$ cat config.mk
export PLATFORM = sky130hd
export DESIGN_NAME = bb3_div9
export DESIGN_NICKNAME = d
export VERILOG_FILES = /design/src/design/bb3_pkg.sv /design/src/design/bb3_div9.sv
export SDC_FILE = /design/constraint.sdc
export NUM_CORES = 1
export LEC_CHECK = 0
export ABC_AREA = 1
export BUFFER_PORTS_ARGS = -buffer_cell sky130_fd_sc_hd__buf_2
export CAP_MARGIN = 20
export CELL_PAD_IN_SITES_DETAIL_PLACEMENT = 0
export CELL_PAD_IN_SITES_GLOBAL_PLACEMENT = 1
export CORE_ASPECT_RATIO = 1.1
export CORE_UTILIZATION = 40
export CTS_CLUSTER_SIZE = 40
export DETAILED_ROUTE_END_ITERATION = 6
export PLACE_DENSITY_LB_ADDON = 0.1
export SETUP_SLACK_MARGIN = 0.5
export SYNTH_ARGS = -nofsm -noshare
export SYNTH_HDL_FRONTEND = slang
export SYNTH_SLANG_ARGS = --single-unit
$ cat constraint.sdc
create_clock -name clk_i -period 9.4 [get_ports clk_i]
set_clock_uncertainty 0.05 [all_clocks]
set_input_delay 0.47 -clock clk_i [delete_from_list [all_inputs] [get_ports clk_i]]
set_output_delay 0.47 -clock clk_i [all_outputs]
set_load 0.005 [all_outputs]
$ cat src/design/bb3_pkg.sv
// bb3_pkg: types and constants shared by the box blur block
// no dependencies; compiled first
`default_nettype none

package bb3_pkg;

  localparam int unsigned ChW     = 8;
  localparam int unsigned NumCh   = 3;
  localparam int unsigned ColSumW = 10;
  localparam int unsigned SumW    = 12;
  localparam int unsigned RecipW  = 13;
  localparam int unsigned ProdW   = SumW + RecipW;
  localparam int unsigned QShift  = 16;
  localparam int unsigned WidthW  = 11;
  localparam int unsigned HeightW = 13;
  localparam int unsigned RowW    = 12;
  localparam int unsigned CfgIdxW  = 8;
  localparam int unsigned CfgDataW = 16;

  // floor(s / 9) == (s * 7282) >> 16 for every s up to 9 * 255
  localparam logic [RecipW-1:0] Recip9 = 13'd7282;

  localparam logic [CfgIdxW-1:0] RegImageWidth  = 8'd0;
  localparam logic [CfgIdxW-1:0] RegImageHeight = 8'd1;

  localparam logic [RowW-1:0] RowLastRst = 12'd479;

  typedef struct packed {
    logic [ChW-1:0] red;
    logic [ChW-1:0] green;
    logic [ChW-1:0] blue;
  } pix_t;

  typedef logic [NumCh-1:0][ChW-1:0]     chan_vec_t;
  typedef logic [NumCh-1:0][ColSumW-1:0] col_sum_t;
  typedef logic [NumCh-1:0][SumW-1:0]    sum_t;

  typedef struct packed {
    pix_t top;
    pix_t mid;
  } line_ent_t;

  typedef struct packed {
    logic             frame_last;
    logic [ChW-1:0]   red_avg;
    logic [ChW-1:0]   green_avg;
    logic [ChW-1:0]   blue_avg;
  } res_t;

  typedef struct packed {
    logic [CfgIdxW-1:0]  idx;
    logic [CfgDataW-1:0] wdata;
  } cfg_t;

endpackage

`default_nettype wire

$ cat src/design/bb3_div9.sv
// bb3_div9: output register, divides each channel sum by nine
// reciprocal multiply with constants from bb3_pkg
`default_nettype none

module bb3_div9 (
  input  logic           clk_i,
  input  logic           load_i,
  input  bb3_pkg::sum_t  sum_i,
  input  logic           last_i,
  output bb3_pkg::res_t  res_o
);
  import bb3_pkg::*;

  logic [NumCh-1:0][ProdW-1:0] prod;
  chan_vec_t                   avg;
  res_t                        res_q;

  always_comb begin
    for (int ch = 0; ch < NumCh; ch++) begin
      prod[ch] = ProdW'(sum_i[ch]) * ProdW'(Recip9);
      avg[ch]  = prod[ch][QShift +: ChW];
    end
  end

  always_ff @(posedge clk_i) begin
    if (load_i) begin
      res_q.blue_avg   <= avg[0];
      res_q.green_avg  <= avg[1];
      res_q.red_avg    <= avg[2];
      res_q.frame_last <= last_i;
    end
  end

  assign res_o = res_q;

endmodule

`default_nettype wire

==> results_tabular.tex <==
\begin{tabular}{lr}
\hline
Metric & Value \\
\hline
\multicolumn{2}{l}{\textbf{Run status}} \\
\quad Run status & completed \\
\multicolumn{2}{l}{\textbf{Clocking}} \\
\quad Total CTS buffers & 3 \\
\quad CTS tree & done \\
\quad Clock Sink Count & 25 \\
\quad PostCTS Resize Cnt & 0 \\
\quad Clock edge transition at the registers on the reported setup and hold paths & 0.08 ns \\
\quad Count of buffers added by post-CTS timing repair for setup & 0 \\
\quad CTS Root Cell & clkbuf\_16 \\
\quad Number of buffers added to fix hold violations after cts & 0 \\
\quad H-Tree Level Count & 1 \\
\quad Max Buffers Root-to-Sink & 2 \\
\multicolumn{2}{l}{\textbf{Setup path}} \\
\quad Number of cells on the critical path & 19 \\
\quad Critical path required time & between 9 and 10 ns \\
\quad Biggest cell delay along the critical path & 0.54 ns \\
\quad CP endpoint kind & flop \\
\quad Cell class contributing the biggest share of worst-path delay & adder cells \\
\quad Crit-path most repeated cell & inv\_1 \\
\quad Critical path cell sequence & buf\_2, inv\_1, fa\_1, inv\_1, ha\_1, inv\_1, fa\_1, inv\_1, fa\_1, inv\_1, fa\_1, inv\_1, ha\_1, a21oi\_1, inv\_1, a21oi\_1, o21a\_1, nand2\_1, xor2\_1 \\
\quad Buffers plus inverters on the worst setup path & 8 \\
\quad Setup CP Type & input port to flop \\
\quad Signal arrival time at the worst endpoint & $\sim$4.4 ns \\
\quad CP Max Fanout & 3 \\
\quad Last element of the critical path & res\_o[10] \\
\quad Startpoint of the most critical setup path & sum\_i[13] \\
\quad Slowest cell on the critical path & fa\_1 \\
\quad Setup crit start kind & input port \\
\multicolumn{2}{l}{\textbf{Global route}} \\
\quad Vias in the first global route & approximately 6.3k \\
\quad Global-route usage over all layers & 19.55\% \\
\quad Overflow after GRT & 0 \\
\quad Antenna violations before repair & 0 \\
\quad Global-route wire length before repair & 30.66 mm \\
\quad Maximum number of pins on one net before global-route repair & 26 \\
\multicolumn{2}{l}{\textbf{Timing}} \\
\quad Max-slew violation count & 0 \\
\quad Post-Route Setup TNS & 0 ns \\
\quad Measured slew at the worst slew-check pin & around 0.71 ns \\
\quad Final worst hold slack & a little over 0.3 ns \\
\quad Final period utilization & 47.12\% \\
\quad Finish-stage setup viols & 0 \\
\quad Remaining max-slew budget at the tightest pin & 52.79\% \\
\quad Final critical-path required period & 4.429 ns \\
\quad Timing-limited maximum frequency & approximately 230 MHz \\
\quad RSZ-0062 raised after global routing & false \\
\quad Final Hold Fails & 0 \\
\multicolumn{2}{l}{\textbf{Power}} \\
\quad Combinational group share of total power & 86.1\% \\
\quad Total power per unit cell area & roughly 300 nW/µm² \\
\quad LEAKAGE & 5.019 nW \\
\quad IR Drop Worst-Case VDD & between 0.15 and 0.2 mV \\
\quad Switching part of the total & 56.40\% \\
\quad Sequential fraction of design power & 9.7\% \\
\quad Switching power & 1.453 mW \\
\quad Internal cell power & 1.123 mW \\
\quad Clock power share & 4.3\% \\
\multicolumn{2}{l}{\textbf{Floorplan}} \\
\quad Initial Utilization & $\sim$41\% \\
\quad FP Rows & 53 \\
\quad Core box area & around 19000 µm² \\
\quad Total die area & 20050 µm² \\
\quad Die Wd & 135.1 µm \\
\quad Die height & 148.4 µm \\
\quad Number of placed I/O pins & 64 \\
\multicolumn{2}{l}{\textbf{Placed design}} \\
\quad RD Place Congestion & about 0.87 \\
\quad Input/output buffers & 63 \\
\quad Detailed placer's ending HPWL & 16.69 mm \\
\multicolumn{2}{l}{\textbf{Synthesis}} \\
\quad Synthesis warning total & 0 \\
\quad Mean instance size in the synthesized netlist & 8.221 µm² \\
\quad EDFF count, synth & 25 \\
\quad Main area contributors after synthesis & ha\_1, fa\_1, inv\_1, edfxtp\_1, nand2\_1 \\
\quad Flip-flop and latch count after synthesis & 25 \\
\quad FFs w/ async S/R, synth & 0\% \\
\quad Cell area after technology mapping & 7794 µm² \\
\quad Cell count after synthesis & 948 \\
\quad Most used DFF post-synth & edfxtp\_1 \\
\quad Post-synthesis net count & 1273 \\
\quad Sequential cell area fraction in the yosys report & about a tenth \\
\quad Synth unique cells & 32 \\
\quad Area share of the leading cell type in the synthesized netlist & between 30\% and 40\% \\
\quad Post-synthesis cell type with the largest combined area & ha\_1 \\
\multicolumn{2}{l}{\textbf{Routing}} \\
\quad Initial DRC Count & 151 \\
\quad Final WL & 18.28 mm \\
\quad Detail Route Antenna Nets & 0 \\
\quad Wire length per cell after detailed routing & 14.48 µm \\
\quad Number of optimization iterations in the first detailed-route pass & 4 \\
\quad Drt via density & 4.724 \\
\quad Final routed DRC violation total & 0 \\
\quad Vias & 5962 \\
\multicolumn{2}{l}{\textbf{Final layout}} \\
\quad Antenna fix cells & 0 \\
\quad Final nets & 1341 \\
\quad Max reg flops & 25 \\
\quad Layout overhead on the synthesized area & 9.038\% \\
\quad Share of layout cells above drive strength 1 & 7.980\% \\
\quad Layout fillers & 2020 \\
\multicolumn{2}{l}{\textbf{Hold path}} \\
\quad Type of the tightest min-delay check & input port to flop \\
\multicolumn{2}{l}{\textbf{Flow run}} \\
\quad Max-cap violation count & 0 \\
\hline
\end{tabular}
-- synthesized netlist by cell type, drive strengths merged (4+ instances only) --
master,instances
xor2,11
fa,87
o21ai,11
edfxtp,25
nor4,4
nor2,44
nand2,191
xnor2,6
a21oi,42
ha,199
nand4,9
nor3,10
o21bai,12
a21boi,4
o21a,4
a21o,8
inv,230
nand3,40
-- stage by stage --
stage	util, %	cell area [µm²]	instances	setup slack [ns]	total power [mW]
2_1_floorplan	-	7794	948	5.066	1.885
3_3_place_gp	44.08	8418	1258	4.665	2.513
3_5_place_dp	44.08	8418	1258	4.631	2.488
4_1_cts	44.50	8498	1262	4.914	2.623
5_1_grt	44.50	8498	1262	4.679	2.959
6_report	44.50	8498	1262	4.971	2.575
-- power groups by stage --
stage / clock network [mW] / registers, mW / logic, mW
5_1_grt: 0.115 / 0.256 / 2.59
6_report: 0.110 / 0.249 / 2.22
2_1_floorplan: 0 / 0.256 / 1.63
3_5_place_dp: 0 / 0.250 / 2.24
4_1_cts: 0.113 / 0.250 / 2.26
3_3_place_gp: 0 / 0.253 / 2.26
-- cell families after synthesis --
logic type	synth area share [%]
compound gates	6.405
buf+inv	11.17
fa+ha+maj	54.29
flops	9.632
simple gates	16.58
xor+xnor	1.910
-- cells in the final DEF, fill, tap and decap left out, types with 2 or more instances in the layout --
cell / instances
nor3_2: 4
or2_2: 2
xor2_1: 11
nor4_1: 4
inv_2: 2
a21o_1: 8
a21oi_1: 42
ha_1: 199
o21bai_1: 11
a31oi_1: 2
nand3_1: 40
clkinv_1: 2
o21a_1: 4
clkbuf_16: 3
edfxtp_1: 25
nor2_1: 42
o21ai_0: 10
fa_1: 87
inv_1: 228
nand2_1: 190
nor3b_2: 2
a21boi_0: 2
nor2_2: 2
buf_2: 63
nand4_1: 9
xnor2_1: 6
a21boi_1: 2
nor3_1: 6
-- worst min path at each step --
stage | slack, ns | from | end | depth (start not counted)
6_report | 0.31 | last_i | res_o[24] | 1
5_1_grt | 0.31 | last_i | res_o[24] | 1
4_1_cts | 0.31 | last_i | res_o[24] | 1
3_5_place_dp | 0.60 | last_i | res_o[24] | 1
3_3_place_gp | 0.60 | last_i | res_o[24] | 1
2_1_floorplan | 0.52 | last_i | res_o[24] | 0
-- final cells by class --
type	instances	area [µm²]	share of cell area, %
Clock inverter	1	5.005	0.05889
Sequential cell	25	750.7	8.834
Tap cell	247	309.0	3.637
Clock buffer	3	75.07	0.8834
Timing Repair Buffer	63	315.3	3.710
Multi-Input combinational cell	691	6172	72.63
Inverter	232	870.8	10.25
-- per-layer routing --
layer,up-vias,part of all wire [%],track usage [%]
met2,73,49,34.56
met1,2730,48,26.48
met3,11,2.1,1.091
met5,-,0,0
li1,3148,-,-
met4,0,1.1,3.202
Note: power is estimated with default switching activity, not from simulation.
