File: src/design/bb3_pkg.sv
// bb3_pkg: types and constants shared by the box blur block
// no dependencies; compiled first
`default_nettype none

package bb3_pkg;

  localparam int unsigned ChW     = 8;
  localparam int unsigned NumCh   = 3;
  localparam int unsigned ColSumW = 10;
  localparam int unsigned SumW    = 12;
  localparam int unsigned RecipW  = 13;
  localparam int unsigned ProdW   = SumW + RecipW;
  localparam int unsigned QShift  = 16;
  localparam int unsigned WidthW  = 11;
  localparam int unsigned HeightW = 13;
  localparam int unsigned RowW    = 12;
  localparam int unsigned CfgIdxW  = 8;
  localparam int unsigned CfgDataW = 16;

  // floor(s / 9) == (s * 7282) >> 16 for every s up to 9 * 255
  localparam logic [RecipW-1:0] Recip9 = 13'd7282;

  localparam logic [CfgIdxW-1:0] RegImageWidth  = 8'd0;
  localparam logic [CfgIdxW-1:0] RegImageHeight = 8'd1;

  localparam logic [RowW-1:0] RowLastRst = 12'd479;

  typedef struct packed {
    logic [ChW-1:0] red;
    logic [ChW-1:0] green;
    logic [ChW-1:0] blue;
  } pix_t;

  typedef logic [NumCh-1:0][ChW-1:0]     chan_vec_t;
  typedef logic [NumCh-1:0][ColSumW-1:0] col_sum_t;
  typedef logic [NumCh-1:0][SumW-1:0]    sum_t;

  typedef struct packed {
    pix_t top;
    pix_t mid;
  } line_ent_t;

  typedef struct packed {
    logic             frame_last;
    logic [ChW-1:0]   red_avg;
    logic [ChW-1:0]   green_avg;
    logic [ChW-1:0]   blue_avg;
  } res_t;

  typedef struct packed {
    logic [CfgIdxW-1:0]  idx;
    logic [CfgDataW-1:0] wdata;
  } cfg_t;

endpackage

`default_nettype wire

File: src/design/bb3_window.sv
// bb3_window: 3x3 window kept as two registered column sums plus the incoming column, and the registered 3x3 sum
// uses bb3_pkg
`default_nettype none

module bb3_window (
  input  logic              clk_i,
  input  logic              rst_ni,
  input  logic              clear_i,
  input  logic              shift_i,
  input  logic              load_i,
  input  bb3_pkg::pix_t     top_i,
  input  bb3_pkg::pix_t     mid_i,
  input  bb3_pkg::pix_t     cur_i,
  input  logic              last_i,
  output bb3_pkg::sum_t     sum_o,
  output logic              last_o
);
  import bb3_pkg::*;

  chan_vec_t top_c, mid_c, cur_c;
  col_sum_t  col0_q, col1_q, col_new;
  sum_t      total, sum_q;
  logic      last_q;

  assign top_c = top_i;
  assign mid_c = mid_i;
  assign cur_c = cur_i;

  always_comb begin
    for (int ch = 0; ch < NumCh; ch++) begin
      col_new[ch] = ColSumW'(top_c[ch]) + ColSumW'(mid_c[ch]) + ColSumW'(cur_c[ch]);
      total[ch]   = SumW'(col0_q[ch]) + SumW'(col1_q[ch]) + SumW'(col_new[ch]);
    end
  end

  always_ff @(posedge clk_i or negedge rst_ni) begin
    if (!rst_ni) begin
      col0_q <= '0;
      col1_q <= '0;
    end else if (clear_i) begin
      col0_q <= '0;
      col1_q <= '0;
    end else if (shift_i) begin
      col0_q <= col1_q;
      col1_q <= col_new;
    end
  end

  always_ff @(posedge clk_i) begin
    if (load_i) begin
      sum_q  <= total;
      last_q <= last_i;
    end
  end

  assign sum_o  = sum_q;
  assign last_o = last_q;

endmodule

`default_nettype wire

File: config.mk
export PLATFORM = sky130hd
export DESIGN_NAME = bb3_window
export DESIGN_NICKNAME = d
export VERILOG_FILES = /design/src/design/bb3_pkg.sv /design/src/design/bb3_window.sv
export SDC_FILE = /design/constraint.sdc
export NUM_CORES = 1
export LEC_CHECK = 0
export ABC_AREA = 1
export BUFFER_PORTS_ARGS = -buffer_cell sky130_fd_sc_hd__buf_2
export CAP_MARGIN = 20
export CORE_ASPECT_RATIO = 0.75
export CORE_UTILIZATION = 50
export DETAILED_ROUTE_END_ITERATION = 12
export PLACE_DENSITY = 0.72
export SYNTH_ARGS = -nofsm -noshare
export SYNTH_HDL_FRONTEND = slang
export SYNTH_SLANG_ARGS = --single-unit
File: constraint.sdc
create_clock -name clk_i -period 3.01 [get_ports clk_i]
set_input_delay 0.602 -clock clk_i [delete_from_list [all_inputs] [get_ports clk_i]]
set_output_delay 0.602 -clock clk_i [all_outputs]
set_load 0.01 [all_outputs]
==> results.cfg, run 1 <==
[status]
status = finished, violations left
violations = negative setup slack

[die]
core_sq_um = 13800
num_rows = 37
dieArea_sq_um = 14700
die_h_um = 105
start_util_pct = 51.6
ioPinCount = 115
die_width_um = 140

[detailed_routing]
wl_met2_um = 7750
wl_per_cell_um = 14.0
vias_per_cell = 5.03
finalWirelength_um = 16400
detail-route-antenna-nets = 0
vias = 5909
drcViolationCount = 0
wl_met3_um = 726
top_layer_used = met4
dr.first_iter.drc_count = 284
drtPass1Iterations = 4
wl_met1_um = 7710

[placed_design]
dp_worst_setup_slack_ns = -0.947
port_buffers = 114
hpwl_um = 11600
gp_congestion = 0.888

[sta]
holdWs_ns = 0.386
maxSlewViolCount = 0
worstMarginPinSlew_ns = 0.913
fin_crit_sh_pct = 116
clock_skew_ns = 0.00939
slew-limit-headroom_pct = 39.1
clock.fmax_ghz = 0.286
rsz0062_at_grt = yes
hold_viol_final = 0
fin_crit_ns = 3.50
setup_ws_ns = -0.491
finalSetupViolations = 29

[setup_path]
crit_arrival_ns = 3.61
critPathLaunchType = input port
crit_chain = buf_6 > inv_2 > fa_1 > inv_2 > ha_4 > fa_2 > nand3_2 > nand3_4 > xnor2_4 > inv_2 > fa_2 > ha_4 > a21oi_4 > nor2_1 > nor2_1 > nand2_1 > nand2_1 > nand2_1
critPathTopFamily = adder cells
reg2reg_from = col1_q[1]
crit_start = top_i[17]
r2r_end = sum_o[9]
reg2regPathDepth = 10
worstPathMaxFanout = 3
worstPathRequired_ns = 3.12
reg2reg_setup_slack_ns = 0.62
timing.critical_path.buf_inv = 4
worstSetupPathType = input port to register
cp_slowest_stage_delay_ns = 0.56
endpoint_kind = register
cp-endpoint = sum_o[32]
critical_path_depth = 18
crit_slowest_cell = fa_2

[yosys]
synth.distinct_cells = 34
syn_area_per_cell_sq_um = 9.10
synth-seq-cells = 97
syn_nets = 968
syn_area_sq_um = 7120
yosysSeqAreaShare_pct = 36.7
syn_inst = 782
yosys_warnings = 0

[grt]
antenna_found_initial = 0
grt_pass1_vias = 5917
grt_max_degree = 61
grt-ovfl-total = 0
grt.total_usage_pct = 22.9
grt_pass1_wl_um = 26700

[final_layout]
layout-drive-gt1-share_pct = 43.2
multi_input_area_sq_um = 4970
fin_util_pct = 73.3
final_common_cell = nand2_1
nNetsFinal = 1180
layout_common_cells = 140 x nand2_1, 122 x inv_1, 108 x buf_2
diodes = 0
seqCellArea_sq_um = 2610
fillerInstances = 958
areaGrowthSynthToFinish_pct = 42.2

[clocking]
postCtsHoldBufs = 0
ctsHtreeMaxLevel = 3
cts-root-buf = clkbuf_16
clkTransAtPathRegs_ns = 0.07
cts_tree = yes
clk_path_buf_depth = 2
cts_buffers = 9
insertion_delay_ns = 0.35
cts.sinks = 97

[power]
power.density_nw_per_um2 = 968
p_leak_uw = 0.00496
vdd_drop_max_uv = 449

[hold_path]
hold_path.class = input port to asynchronous set/reset pin

[flow_run]
drv_cap = 0
-- logic make-up (layout without fill, tap and decap cells) --
| logic type | count (synthesis) | after routing | synth area share, % |
|---|---|---|---|
| simple gates | 289 | 289 | 17.1 |
| buf+inv | 167 | 384 | 9.74 |
| fa+ha+maj | 108 | 108 | 25.3 |
| flops | 97 | 97 | 36.7 |
| compound gates | 94 | 94 | 7.84 |
| xor+xnor | 27 | 27 | 3.32 |
-- repair_timing --
| action | in CTS | in global routing |
|---|---|---|
| endpoints found under the setup margin | 30 | 30 |
| gates resized for setup | 98 | 93 |
| pin swaps | 79 | 70 |
| setup buffers | 6 | 9 |
-- stage by stage --
step | instance area [sq um] | total power, uW | setup TNS (ns) | std cells
global placement | 8900 | 6920 | -22.26 | 1147
finish | 10100 | 9790 | -9.78 | 1174
detailed placement | 8900 | 7010 | -23.05 | 1147
floorplan | 7560 | 5350 | -12.02 | 782
global route | 10100 | 10500 | -13.04 | 1174
CTS | 9630 | 8890 | -8.64 | 1167
-- worst min-delay path by stage --
stage / startpoint / end / slack (ns) / cells after the start
finish: rst_ni / col1_q[20] / 0.39 / 2
global route: last_i / last_o / 0.41 / 1
CTS: last_i / last_o / 0.41 / 1
detailed placement: col1_q[28] / col1_q[28] / 0.47 / 2
global placement: col1_q[9] / col1_q[9] / 0.47 / 2
floorplan: rst_ni / col0_q[0] / 0.31 / 0
-- power breakdown --
group	leakage, uW	switching, uW	internal [uW]
Sequential	0.00116	147	1890
Combinational	0.00366	3400	3250
Clock	0.000133	527	566
-- flip-flops by register name (all words and copies together) (netlist names) --
name	cells
col1_q	30
last_o	1
sum_o	36
col0_q	30
-- cells in the mapped netlist --
cell type	number	area [sq um]
nand3_2	1	10.0
buf_2	3	15.0
buf_6	7	78.8
nand2_1	185	694
and2_2	1	7.51
inv_4	1	6.26
xor2_1	14	123
a21oi_1	28	140
xnor2_1	13	114
nor3_1	2	10.0
a21o_1	1	7.51
a22o_1	9	78.8
a22oi_1	2	15.0
ha_1	48	601
inv_2	1	3.75
dfrtp_1	60	1500
inv_1	153	574
nor2_2	2	12.5
o21ai_0	19	95.1
a31oi_1	2	12.5
and2_1	6	37.5
o21ai_1	8	40.0
a21boi_0	1	7.51
o22ai_1	17	106
nand3b_1	4	30.0
o21bai_1	4	30.0
nor2_1	35	131
nand4_1	12	75.1
edfxtp_1	37	1110
buf_4	2	15.0
o211ai_1	1	7.51
o21ai_2	2	17.5
fa_1	60	1200
nand3_1	41	205
-- cell type report --
class | count | area share, %
multi-input combinational | 518 | 49.1
timing repair buffer | 213 | 14.1
clock inverter | 6 | 0.433
tap | 175 | 2.16
clock buffer | 10 | 2.26
sequential | 97 | 25.8
inverter | 155 | 6.02
-- layer usage --
metal  vias up  GRT usage [%]
met1      2823           30.8
met2       151           37.3
met3        17           5.22
met4         0           6.59
li1       2918              -
met5         -              0
Note: power is estimated with default switching activity, not from simulation.
==> inputs of run 2 (changes only) <==
--- a/config.mk
+++ b/config.mk
@@ -12,6 +12,7 @@
 export CORE_UTILIZATION = 50
 export DETAILED_ROUTE_END_ITERATION = 12
 export PLACE_DENSITY = 0.72
+export SETUP_SLACK_MARGIN = 0.15
 export SYNTH_ARGS = -nofsm -noshare
 export SYNTH_HDL_FRONTEND = slang
 export SYNTH_SLANG_ARGS = --single-unit
==> results.cfg, run 2 (same netlist as run 1, synthesis figures left out) <==
[flow_run]
drv_cap = 0

[grt]
grt.total_usage_pct = 22.8
grt_pass1_vias = 5867
grt_pass1_wl_um = 26600
grt-ovfl-total = 0
antenna_found_initial = 0
grt_max_degree = 61

[power]
power.density_nw_per_um2 = 951
p_leak_uw = 0.00493
p_total_uw = 9500
vdd_drop_max_uv = 439

[final_layout]
layout-drive-gt1-share_pct = 41.5
diodes = 0
largest_reg_flops = 36
layout_common_cells = 142 x nand2_1, 122 x inv_1, 109 x buf_2
final_common_cell = nand2_1
areaGrowthSynthToFinish_pct = 40.4
nNetsFinal = 1180
fillerInstances = 988

[die]
ioPinCount = 115
core_sq_um = 13800
die_h_um = 105
dieArea_sq_um = 14700
die_width_um = 140
start_util_pct = 51.6
num_rows = 37

[sta]
setup_ws_ns = -0.509
holdWs_ns = 0.392
maxSlewViolCount = 0
clock.fmax_ghz = 0.284
fin_crit_ns = 3.52
hold_viol_final = 0
fin_crit_sh_pct = 117
slew-limit-headroom_pct = 40.5
fin_tns_setup_ns = -10.07
clock_skew_ns = 0.00741
worstMarginPinSlew_ns = 0.892
finalSetupViolations = 29
rsz0062_at_grt = yes

[detailed_routing]
vias = 5883
finalWirelength_um = 15900
wl_met2_um = 7340
detail-route-antenna-nets = 0
drcViolationCount = 0
wl_met3_um = 847
vias_per_cell = 5.01
drtPass1Iterations = 5
top_layer_used = met4
dr.first_iter.drc_count = 312
wl_per_cell_um = 13.6
wl_met1_um = 7550

[setup_path]
reg2reg_from = col1_q[21]
critPathLaunchType = input port
reg2regPathDepth = 12
worstSetupPathType = input port to register
worstPathMaxFanout = 4
reg2reg_setup_slack_ns = 0.60
cp_common_cell = inv_2
crit_slowest_cell = fa_1
crit_chain = buf_8 > inv_8 > fa_1 > inv_1 > ha_2 > inv_2 > fa_2 > inv_2 > nand3_2 > nand2_4 > xor2_4 > inv_2 > fa_1 > ha_4 > buf_6 > nand2_8 > nor2_1 > nand2_1 > o211ai_1
worstPathRequired_ns = 3.20
endpoint_kind = register
r2r_end = sum_o[33]
crit_arrival_ns = 3.71
cp_slowest_stage_delay_ns = 0.49

[clocking]
cts-root-buf = clkbuf_16
cts.sinks = 97
cts_buffers = 9
insertion_delay_ns = 0.35
ctsHtreeMaxLevel = 3
clk_path_buf_depth = 2
cts_tree = yes
clkTransAtPathRegs_ns = 0.07

[hold_path]
hold_path.class = input port to asynchronous set/reset pin

[status]
status = finished, violations left
violations = negative setup slack

[placed_design]
port_buffers = 114
hpwl_um = 11600
gp_congestion = 0.888
dp_worst_setup_slack_ns = -0.947
-- run 2: cell counts in the layout (fill, tap and decap cells not counted) --
Identical to the previous run, type by type.
-- run 2: per-layer routing --
metal  vias to the layer above  GRT usage [%]
li1                       2910              -
met4                         0           6.44
met2                       156           36.9
met5                         -              0
met3                        15           5.22
met1                      2802           30.8
-- run 2: critical path: cells and delay by family --
family | cells | cell delay, ns
buffers and inverters | 7 | 0.46
AND/OR/NAND/NOR | 5 | 0.47
AO/OA/AOI/OAI | 1 | 0.20
adder cells (fa/ha/maj) | 5 | 1.81
XOR/XNOR | 1 | 0.16
-- run 2: cell type report --
cell class              count  area, sq um  share of cell area [%]
clock buffers              10          229                    2.29
well taps                 175          219                    2.19
flip-flops and latches     97         2610                    26.2
clock inverters             6         43.8                   0.438
multi-input cells         518         4850                    48.6
repair buffers            213         1420                    14.2
inverters                 155          612                    6.13
-- run 2: power by group --
part,internal (uW),switching (uW),leakage (uW)
clock,566,526,0.000133
combinational,3110,3260,0.00364
sequential,1890,150,0.00116
-- run 2: worst max path at each step --
stage	cells past startpoint	endpoint	startpoint	slack [ns]
after floorplan	17	sum_o[34]	cur_i[17]	-0.59
after global placement	18	sum_o[34]	cur_i[17]	-0.92
after detailed placement	17	sum_o[34]	cur_i[17]	-0.95
after CTS	20	sum_o[8]	mid_i[1]	-0.48
after global routing	21	sum_o[22]	top_i[9]	-0.65
final	19	sum_o[11]	top_i[1]	-0.51
-- run 2: timing repair --
action,CTS,global route
hold buffers,0,0
setup buffers,5,6
setup endpoints to repair,30,30
resized for setup,86,83
pin swaps,70,58
gates cloned,0,0
-- run 2: per-stage QoR --
step	util (%)	cells	instance area, sq um
3_5_place_dp	64.5	1147	8900
3_3_place_gp	64.5	1147	8900
5_1_grt	72.4	1174	9990
6_report	72.4	1174	9990
4_1_cts	69.4	1168	9580
2_1_floorplan	-	782	7560
